===== src/hw/rtl/freq_group_rank_id_top_defines.svh =====
// Assertion macros for the top RTL file of the frequency group block.
`ifndef FREQ_GROUP_RANK_ID_TOP_DEFINES_SVH
`define FREQ_GROUP_RANK_ID_TOP_DEFINES_SVH

// Clocked check that is switched off while reset is asserted.
`define FGR_ASSERT(lbl, prop, msg) \
  lbl: assert property (@(posedge clk_i) disable iff (!rst_ni) prop) else $error(msg);

// Clocked check that also holds during reset.
`define FGR_ASSERT_ALWAYS(lbl, prop, msg) \
  lbl: assert property (@(posedge clk_i) prop) else $error(msg);

`endif


===== src/hw/rtl/fgr_pkg.sv =====
`timescale 1ns / 1ps
`default_nettype none

package fgr_pkg;

  localparam int MaxRanks = 64;
  localparam int RankW    = $clog2(MaxRanks);
  localparam int CntW     = $clog2(MaxRanks + 1);

  localparam int FreqW    = 44;
  localparam int RamW     = FreqW + 1;
  localparam int TolW     = 16;
  localparam int OwnW     = 6;
  localparam int GroupW   = 6;

  localparam logic [GroupW-1:0] GroupMax = {GroupW{1'b1}};

  localparam int InDataW  = ((FreqW + 7) / 8) * 8;
  localparam int OutDataW = ((GroupW + 7) / 8) * 8;

  localparam int CfgAddrW = 1;
  localparam int CfgDataW = TolW;

  localparam logic [CfgAddrW-1:0] CfgOwnRank   = 1'd0;
  localparam logic [CfgAddrW-1:0] CfgTolerance = 1'd1;

  localparam logic [TolW-1:0] TolReset = 16'd16;

endpackage

`default_nettype wire


===== src/hw/rtl/fgr_ram.sv =====
`timescale 1ns / 1ps
`default_nettype none

module fgr_ram #(
  parameter int Width = 8,
  parameter int Depth = 16
) (
  input  wire logic                     clk_i,
  input  wire logic                     we_i,
  input  wire logic [$clog2(Depth)-1:0] waddr_i,
  input  wire logic [Width-1:0]         wdata_i,
  input  wire logic                     re_i,
  input  wire logic [$clog2(Depth)-1:0] raddr_i,
  output logic      [Width-1:0]         rdata_o
);

  logic [Width-1:0] mem_q [Depth];

  always_ff @(posedge clk_i) begin
    if (we_i) begin
      mem_q[waddr_i] <= wdata_i;
    end
    if (re_i) begin
      rdata_o <= mem_q[raddr_i];
    end
  end

endmodule

`default_nettype wire


===== src/hw/rtl/freq_group_rank_id_top.sv =====
// Loading: one rank per cycle while s_axis_tready is high, i.e. in the idle state.
// After the beat marked last: the own-rank read (no capture if it is not loaded), then
// up to min(n, 63) + 1 scans, each followed by an evaluation, then the result beat,
// which waits while an earlier beat is not taken. All reads use one memory read port.
// Reset clears the sequencer and load count; own_rank resets to 0 and tolerance to 16.
// The rank memory is not cleared.
`timescale 1ns / 1ps
`default_nettype none
`include "freq_group_rank_id_top_defines.svh"

module freq_group_rank_id_top (
  input  wire logic                          clk_i,
  input  wire logic                          rst_ni,
  // Input stream: tdata = rank_freq, tuser = rank_active, tlast = is_last.
  input  wire logic                          s_axis_tvalid,
  output logic                               s_axis_tready,
  input  wire logic [fgr_pkg::InDataW-1:0]   s_axis_tdata,  // [43:0] rank_freq
  input  wire logic [0:0]                    s_axis_tuser,  // [0] rank_active
  input  wire logic                          s_axis_tlast,
  // Result stream.
  output logic                               m_axis_tvalid,
  input  wire logic                          m_axis_tready,
  output logic      [fgr_pkg::OutDataW-1:0]  m_axis_tdata,  // [5:0] group_id
  // Configuration write port.
  input  wire logic                          cfg_we_i,
  input  wire logic [fgr_pkg::CfgAddrW-1:0]  cfg_addr_i,
  input  wire logic [fgr_pkg::CfgDataW-1:0]  cfg_data_i
);

  localparam logic [2:0] StIdle   = 3'd0;
  localparam logic [2:0] StOwn    = 3'd1;
  localparam logic [2:0] StOwnCap = 3'd2;
  localparam logic [2:0] StScan   = 3'd3;
  localparam logic [2:0] StEval   = 3'd4;
  localparam logic [2:0] StOut    = 3'd5;

  logic [2:0] state_q, state_d;

  logic [fgr_pkg::OwnW-1:0]   own_rank_q;
  logic [fgr_pkg::TolW-1:0]   tolerance_q;
  logic [fgr_pkg::CntW-1:0]   cnt_q, cnt_d;
  logic                       seen_q, seen_d;
  logic [fgr_pkg::FreqW-1:0]  first_freq_q, first_freq_d;
  logic [fgr_pkg::CntW-1:0]   rd_addr_q, rd_addr_d;
  logic                       rd_vld_q;
  logic                       found_q, found_d;
  logic                       first_scan_q, first_scan_d;
  logic                       own_present_q, own_present_d;
  logic [fgr_pkg::GroupW-1:0] gid_q, gid_d;
  logic                       out_valid_q, out_valid_d;
  logic [fgr_pkg::GroupW-1:0] group_id_q, group_id_d;

  logic [fgr_pkg::FreqW-1:0]  best_q, best_d;
  logic [fgr_pkg::FreqW:0]    thr_q, thr_d;
  logic [fgr_pkg::FreqW-1:0]  own_val_q, own_val_d;

  logic                       in_beat;
  logic                       ram_we;
  logic                       ram_re;
  logic [fgr_pkg::RankW-1:0]  ram_raddr;
  logic [fgr_pkg::RamW-1:0]   ram_rdata;
  logic [fgr_pkg::FreqW-1:0]  val;
  logic                       take;
  logic                       own_present;
  logic [fgr_pkg::GroupW-1:0] gid_inc;

  assign s_axis_tready = (state_q == StIdle);
  assign in_beat       = s_axis_tvalid && s_axis_tready;
  assign ram_we        = in_beat && (cnt_q < fgr_pkg::CntW'(fgr_pkg::MaxRanks));

  assign m_axis_tvalid = out_valid_q;
  assign m_axis_tdata  = fgr_pkg::OutDataW'(group_id_q);

  fgr_ram #(
    .Width (fgr_pkg::RamW),
    .Depth (fgr_pkg::MaxRanks)
  ) u_ram (
    .clk_i   (clk_i),
    .we_i    (ram_we),
    .waddr_i (cnt_q[fgr_pkg::RankW-1:0]),
    .wdata_i ({s_axis_tuser[0], s_axis_tdata[fgr_pkg::FreqW-1:0]}),
    .re_i    (ram_re),
    .raddr_i (ram_raddr),
    .rdata_o (ram_rdata)
  );

  // Inactive ranks read back as the first active frequency of the load.
  assign val = ram_rdata[fgr_pkg::FreqW] ? ram_rdata[fgr_pkg::FreqW-1:0] : first_freq_q;

  // The first scan takes the overall minimum; later scans take the smallest
  // value above the current group start plus the tolerance.
  assign take = (first_scan_q || ((fgr_pkg::FreqW + 1)'(val) > thr_q)) &&
                (!found_q || (val < best_q));

  assign own_present = ({{fgr_pkg::CntW{1'b0}}, own_rank_q} <
                        {{fgr_pkg::OwnW{1'b0}}, cnt_q});

  assign gid_inc = gid_q + fgr_pkg::GroupW'(1);

  always_comb begin
    state_d       = state_q;
    cnt_d         = cnt_q;
    seen_d        = seen_q;
    first_freq_d  = first_freq_q;
    rd_addr_d     = rd_addr_q;
    found_d       = found_q;
    first_scan_d  = first_scan_q;
    own_present_d = own_present_q;
    gid_d         = gid_q;
    out_valid_d   = out_valid_q && !m_axis_tready;
    group_id_d    = group_id_q;
    best_d        = best_q;
    thr_d         = thr_q;
    own_val_d     = own_val_q;
    ram_re        = 1'b0;
    ram_raddr     = rd_addr_q[fgr_pkg::RankW-1:0];

    unique case (state_q)
      StIdle: begin
        if (in_beat) begin
          if (ram_we) begin
            cnt_d = cnt_q + fgr_pkg::CntW'(1);
            if (s_axis_tuser[0] && !seen_q) begin
              seen_d       = 1'b1;
              first_freq_d = s_axis_tdata[fgr_pkg::FreqW-1:0];
            end
          end
          if (s_axis_tlast) begin
            state_d      = StOwn;
            rd_addr_d    = '0;
            found_d      = 1'b0;
            first_scan_d = 1'b1;
            gid_d        = '0;
          end
        end
      end
      StOwn: begin
        own_present_d = own_present;
        if (own_present) begin
          ram_re    = 1'b1;
          ram_raddr = fgr_pkg::RankW'(own_rank_q);
          state_d   = StOwnCap;
        end else begin
          state_d = StScan;
        end
      end
      StOwnCap: begin
        own_val_d = val;
        state_d   = StScan;
      end
      StScan: begin
        if (rd_addr_q < cnt_q) begin
          ram_re    = 1'b1;
          rd_addr_d = rd_addr_q + fgr_pkg::CntW'(1);
        end
        if (rd_vld_q && take) begin
          found_d = 1'b1;
          best_d  = val;
        end
        if ((rd_addr_q == cnt_q) && !rd_vld_q) begin
          state_d = StEval;
        end
      end
      StEval: begin
        rd_addr_d = '0;
        found_d   = 1'b0;
        thr_d     = (fgr_pkg::FreqW + 1)'(best_q) + (fgr_pkg::FreqW + 1)'(tolerance_q);
        if (!found_q || (own_present_q && (best_q > own_val_q))) begin
          state_d = StOut;
        end else if (first_scan_q) begin
          first_scan_d = 1'b0;
          state_d      = StScan;
        end else begin
          gid_d = gid_inc;
          // Once the id saturates no later group can change the answer.
          state_d = (gid_inc == fgr_pkg::GroupMax) ? StOut : StScan;
        end
      end
      StOut: begin
        if (!out_valid_q || m_axis_tready) begin
          out_valid_d  = 1'b1;
          group_id_d   = gid_q;
          cnt_d        = '0;
          seen_d       = 1'b0;
          first_freq_d = '0;
          state_d      = StIdle;
        end
      end
      default: begin
        state_d = StIdle;
      end
    endcase
  end

  always_ff @(posedge clk_i or negedge rst_ni) begin
    if (!rst_ni) begin
      state_q       <= StIdle;
      own_rank_q    <= '0;
      tolerance_q   <= fgr_pkg::TolReset;
      cnt_q         <= '0;
      seen_q        <= 1'b0;
      first_freq_q  <= '0;
      rd_addr_q     <= '0;
      rd_vld_q      <= 1'b0;
      found_q       <= 1'b0;
      first_scan_q  <= 1'b0;
      own_present_q <= 1'b0;
      gid_q         <= '0;
      out_valid_q   <= 1'b0;
    end else begin
      state_q       <= state_d;
      cnt_q         <= cnt_d;
      seen_q        <= seen_d;
      first_freq_q  <= first_freq_d;
      rd_addr_q     <= rd_addr_d;
      rd_vld_q      <= ram_re;
      found_q       <= found_d;
      first_scan_q  <= first_scan_d;
      own_present_q <= own_present_d;
      gid_q         <= gid_d;
      out_valid_q   <= out_valid_d;
      if (cfg_we_i) begin
        unique case (cfg_addr_i)
          fgr_pkg::CfgOwnRank:   own_rank_q  <= cfg_data_i[fgr_pkg::OwnW-1:0];
          fgr_pkg::CfgTolerance: tolerance_q <= cfg_data_i[fgr_pkg::TolW-1:0];
          default: begin
          end
        endcase
      end
    end
  end

  always_ff @(posedge clk_i) begin
    best_q     <= best_d;
    thr_q      <= thr_d;
    own_val_q  <= own_val_d;
    group_id_q <= group_id_d;
  end

  `FGR_ASSERT(a_cnt_bound, cnt_q <= fgr_pkg::CntW'(fgr_pkg::MaxRanks), "load count overran")
  `FGR_ASSERT(a_last_starts, (in_beat && s_axis_tlast) |=> (state_q == StOwn),
              "last beat lost")
  `FGR_ASSERT(a_best_above,
              (state_q == StEval && found_q && !first_scan_q) |->
              ((fgr_pkg::FreqW + 1)'(best_q) > thr_q),
              "group start not above threshold")
  `FGR_ASSERT(a_out_from_seq, $rose(m_axis_tvalid) |-> $past(state_q == StOut),
              "result beat without computation")
  `FGR_ASSERT_ALWAYS(a_no_scan_read_in_idle, (state_q == StIdle) |-> !ram_re,
                     "memory read while loading")

endmodule

`default_nettype wire

===== config.mk =====
export PLATFORM = sky130hd
export DESIGN_NAME = freq_group_rank_id_top
export DESIGN_NICKNAME = d
export VERILOG_FILES = /design/src/hw/rtl/fgr_pkg.sv /design/src/hw/rtl/fgr_ram.sv /design/src/hw/rtl/freq_group_rank_id_top.sv
export VERILOG_INCLUDE_DIRS = /design/src /design/src/hw/rtl
export SDC_FILE = /design/constraint.sdc
export NUM_CORES = 2
export LEC_CHECK = 0
export ABC_AREA = 1
export BUFFER_PORTS_ARGS = -buffer_cell sky130_fd_sc_hd__clkbuf_2
export CAP_MARGIN = 20
export CORE_MARGIN = 4
export CORE_UTILIZATION = 45
export DETAILED_ROUTE_END_ITERATION = 6
export GPL_ROUTABILITY_DRIVEN = 0
export PLACE_DENSITY = 0.59
export SLEW_MARGIN = 20
export SYNTH_ARGS = -nofsm -noshare
export SYNTH_HDL_FRONTEND = slang
export SYNTH_SLANG_ARGS = --single-unit
export TNS_END_PERCENT = 10

===== constraint.sdc =====
create_clock -name clk_i -period 5.3 [get_ports clk_i]
set_input_delay 0.265 -clock clk_i [delete_from_list [all_inputs] [get_ports clk_i]]
set_output_delay 0.265 -clock clk_i [all_outputs]
set_load 0.1 [all_outputs]

==> flow_summary.yaml <==
outcome:
  status: "completed"
worst_setup_path:
  cp_data_required_time_ns: 5.94
  critPathMaxFanout: 55
  cp_common_cell: "nand2_1"
  startpoint_type: "register"
  max_stage_delay_ns: 0.70
  cp.arrival_ns: 4.97
  slowest_stage: "nand2_8"
  end_kind: "register"
  path_buf_inv: 3
  crit_chain: "inv_1, ha_1, nand2_1, inv_1, nand2_1, nand2_1, nand2_1, nand4_1, nand2_8, buf_4, nand2_1, nand3_1, nand3_1, nand3_1, nand3_1, nand3_1, nand2_1"
  worst-setup-path-type: "register to register"
  reg2reg_from: "cnt_q[1]$_DFFE_PN0P_"
  crit_start: "cnt_q[1]$_DFFE_PN0P_"
  crit_family: "simple AND/OR/NAND/NOR gates"
power_and_ir_drop:
  clkPwrFrac_pct: 29.5
  p_seq_share_pct: 37.4
  p_int_w: 0.0496
  leakage_nw: 66.2
  p_per_area_nw_per_um2: 493
  switching_share_pct: 36.3
  combPwrFrac_pct: 33.1
  power.switching_w: 0.0283
  fin_total_pwr_w: 0.0780
  peakVddDrop_mv: 0.421
timing:
  hold_violations: 0
  slew_violations: 0
  relSlewSlack_pct: 20.1
  tightest_slew_ns: 1.20
  rsz0062_at_grt: "false"
  setup_viol: 0
  fin_crit_ns: 4.33
  fin_skew_ns: 0.0472
  fmax_mhz: 231
  finalCritPeriodShare_pct: 81.7
  fin_tns_setup_ns: 0
yosys:
  synth-xor-area-share_pct: 0.289
  yosys_warnings: 0
  synth_edf_count: 3064
  synthArstFlopShare_pct: 3.01
  synthFlopType: "edfxtp_1"
  seq_area_frac_synth_pct: 67.7
  synthSimpleGateAreaFrac_pct: 19.9
  syn_area_per_cell_um2: 10.4
  synth_cell_type_count: 41
  synthAdderAreaFrac_pct: 1.48
  ys_ff_latch: 3159
  synth_area_um2: 139000
  synth_compound_area_share_pct: 1.25
  synth_mux_area_share_pct: 0.0808
  synthCells: 13400
  synth_top_family_by_area: "simple AND/OR/NAND/NOR gates"
placed_design:
  dp_cells: 17400
  io_buffers: 75
  dp_hpwl_um: 229000
  placed_cell_area_um2: 147000
final_layout:
  postLayoutCellArea_um2: 158000
  finalNonFillerCells: 18000
  fin_util_pct: 51.3
  area_growth_syn_to_layout_pct: 13.5
  layout-drive-gt1-share_pct: 7.46
  fill_cells: 26900
  fin_nets: 13900
  ff_latch_area_um2: 94400
  multi_input_area_um2: 32700
clock_tree:
  cts.sinks: 3159
  postCtsSetupBuffers: 0
  clock_latency_ns: 0.92
  cts_resized: 0
  cts_max_path_buffers: 4
  clk_pin_slew_ns: 0.06
  cts_tree: "done"
  root_buffer: "clkbuf_16"
  holdBufCountCts: 54
  numCtsBuffers: 340
  cts_max_level: 5
global_routing:
  grt_pass1_wl_um: 608000
  grt_start_max_net_pins: 105
  antenna_found_initial: 19
  grt_util_all_layers_pct: 26.0
  grt_pass1_vias: 87000
  overflow: 0
detailed_routing:
  final_antenna_net_count: 0
  drtIter0Drc: 11200
  first_pass_iters: 6
  routedWlPerCell_um: 23.4
  drc: 0
  via_count: 95400
  vias_per_cell: 5.28
  drt_wl_total_um: 423000
floorplan:
  core_um2: 309000
  die-area_um2: 319000
  die_h_um: 565
  dieWidth_um: 565
  ios: 82
  rows: 204
  start_util_pct: 45.2
flow_run:
  cap_violations: 0
worst_hold_path:
  hold_class: "input port to register"
  min_from: "s_axis_tlast"
[path summary, 6_finish.rpt]
check | endpoint | slack (ns) | cells past startpoint
worst max-delay path | u_ram.rdata_o[27]$_DFFE_PP_ | 0.97 | 17
worst min register to register | first_scan_q$_DFFE_PN0P_ | 0.47 | 2
max in group asynchronous | first_freq_q[0]$_DFFE_PN0P_ | 3.94 | 3
worst max register to register | u_ram.rdata_o[27]$_DFFE_PP_ | 0.97 | 17
min in group asynchronous | tolerance_q[7]$_DFFE_PN0P_ | 0.05 | 2
worst min-delay path | state_q[2]$_DFFE_PN0P_ | 0.04 | 6
[cells in the final DEF (no fill, tap or decap), drive strengths merged]
master and n:
a21o 2, fa 1, nand2 3546, nand4 25
clkinv 132, clkbuf 508, nand3 2671, inv 2667
xnor2 7, nor2 150, mux2 10, bufinv 22
o21bai 4, edfxtp 3064, a31oi 6, nor4b 1
o21ai 153, o211ai 49, conb 2, nor4 6
o21a 4, buf 394, nor3b 6, nand3b 2
xor2 39, clkinvlp 9, ha 163, diode 7
nor3 32, a211oi 4, and3b 1, a21boi 1
dfrtp 94, dfstp 1, a21oi 89, dlygate4sd3 55
[state kept, by name, summed over array words and instances, names as in the netlist, 7 cells and up]
signal	flops
rd_addr_q	7
own_val_q	44
thr_q	45
u_ram.rdata_o	45
cnt_q	7
best_q	44
tolerance_q	16
first_freq_q	44
u_ram.mem_q	2880
[per-layer routing]
metal  track usage, %  wire length (um)  vias up
li1                 -                 -    44300
met3             4.09             38400      688
met1             37.4            179000    46100
met2             40.7            192000     4216
met4             8.08             13800        0
met5                0                 0        -
[Yosys cell counts, types with 2 or more instances]
| cell | number | area, um2 |
|---|---|---|
| xnor2_1 | 7 | 61.3 |
| a211oi_1 | 4 | 30.0 |
| ha_1 | 163 | 2040 |
| nor2_1 | 150 | 563 |
| a31oi_1 | 6 | 37.5 |
| o21a_1 | 4 | 30.0 |
| o21bai_1 | 4 | 30.0 |
| a21oi_1 | 88 | 440 |
| nor3b_1 | 6 | 45.0 |
| nor4_1 | 6 | 37.5 |
| o21ai_0 | 148 | 741 |
| o21ai_1 | 5 | 25.0 |
| nand2_2 | 2 | 12.5 |
| o211ai_1 | 49 | 368 |
| edfxtp_1 | 3064 | 92000 |
| nand3b_1 | 2 | 15.0 |
| nor3_1 | 30 | 150 |
| inv_2 | 7 | 26.3 |
| nand4_1 | 25 | 156 |
| clkbuf_1 | 185 | 694 |
| buf_2 | 433 | 2170 |
| nand2_1 | 3544 | 13300 |
| buf_1 | 32 | 120 |
| mux2_2 | 10 | 113 |
| dfrtp_1 | 94 | 2350 |
| xor2_1 | 39 | 342 |
| inv_1 | 2649 | 9940 |
| a21o_1 | 2 | 15.0 |
| buf_4 | 5 | 37.5 |
| nand3_1 | 2670 | 13400 |
[metrics by stage]
stage,setup WS (ns),hold slack [ns]
final,0.969,0.0415
after detailed placement,1.07,0.458
after global routing,0.747,0.0432
after global placement,1.10,0.454
after CTS,1.05,0.00761
after floorplan,0.0522,-0.0306
[power groups by stage]
stage | Combinational (W) | Clock, W | Sequential [W]
global route | 0.0284 | 0.0243 | 0.0292
global placement | 0.0253 | 0 | 0.0296
finish | 0.0258 | 0.0230 | 0.0291
floorplan | 0.0163 | 0 | 0.0295
CTS | 0.0257 | 0.0233 | 0.0291
detailed placement | 0.0256 | 0 | 0.0296
[worst reg2reg max path, cell delays in order (launching register included)]
cell and delay (ns):
dfrtp_1 0.49, inv_1 0.19, ha_1 0.31, nand2_1 0.07, inv_1 0.04, nand2_1 0.05
nand2_1 0.05, nand2_1 0.15, nand4_1 0.30, nand2_8 0.71, buf_4 0.70, nand2_1 0.15
nand3_1 0.11, nand3_1 0.07, nand3_1 0.17, nand3_1 0.20, nand3_1 0.16, nand2_1 0.13
[cells by family (layout without fill, tap and decap cells)]
kind of cell | count (synthesis) | count (layout)
xor+xnor | 46 | 46
compound gates | 312 | 312
simple gates | 6440 | 6440
buf+inv | 3312 | 3787
flops | 3159 | 3159
mux | 10 | 10
other cells | 1 | 9
fa+ha+maj | 164 | 164
[final cells by class]
class,instances,area share [%]
timing repair buffer,520,3.38
sequential,3159,59.7
multi-input combinational,6974,20.6
clock inverter,173,1.01
tap,4120,3.26
antenna,7,0.0111
inverter,2657,6.32
clock buffer,437,5.72
No activity file was read; power rests on OpenSTA's default activity.
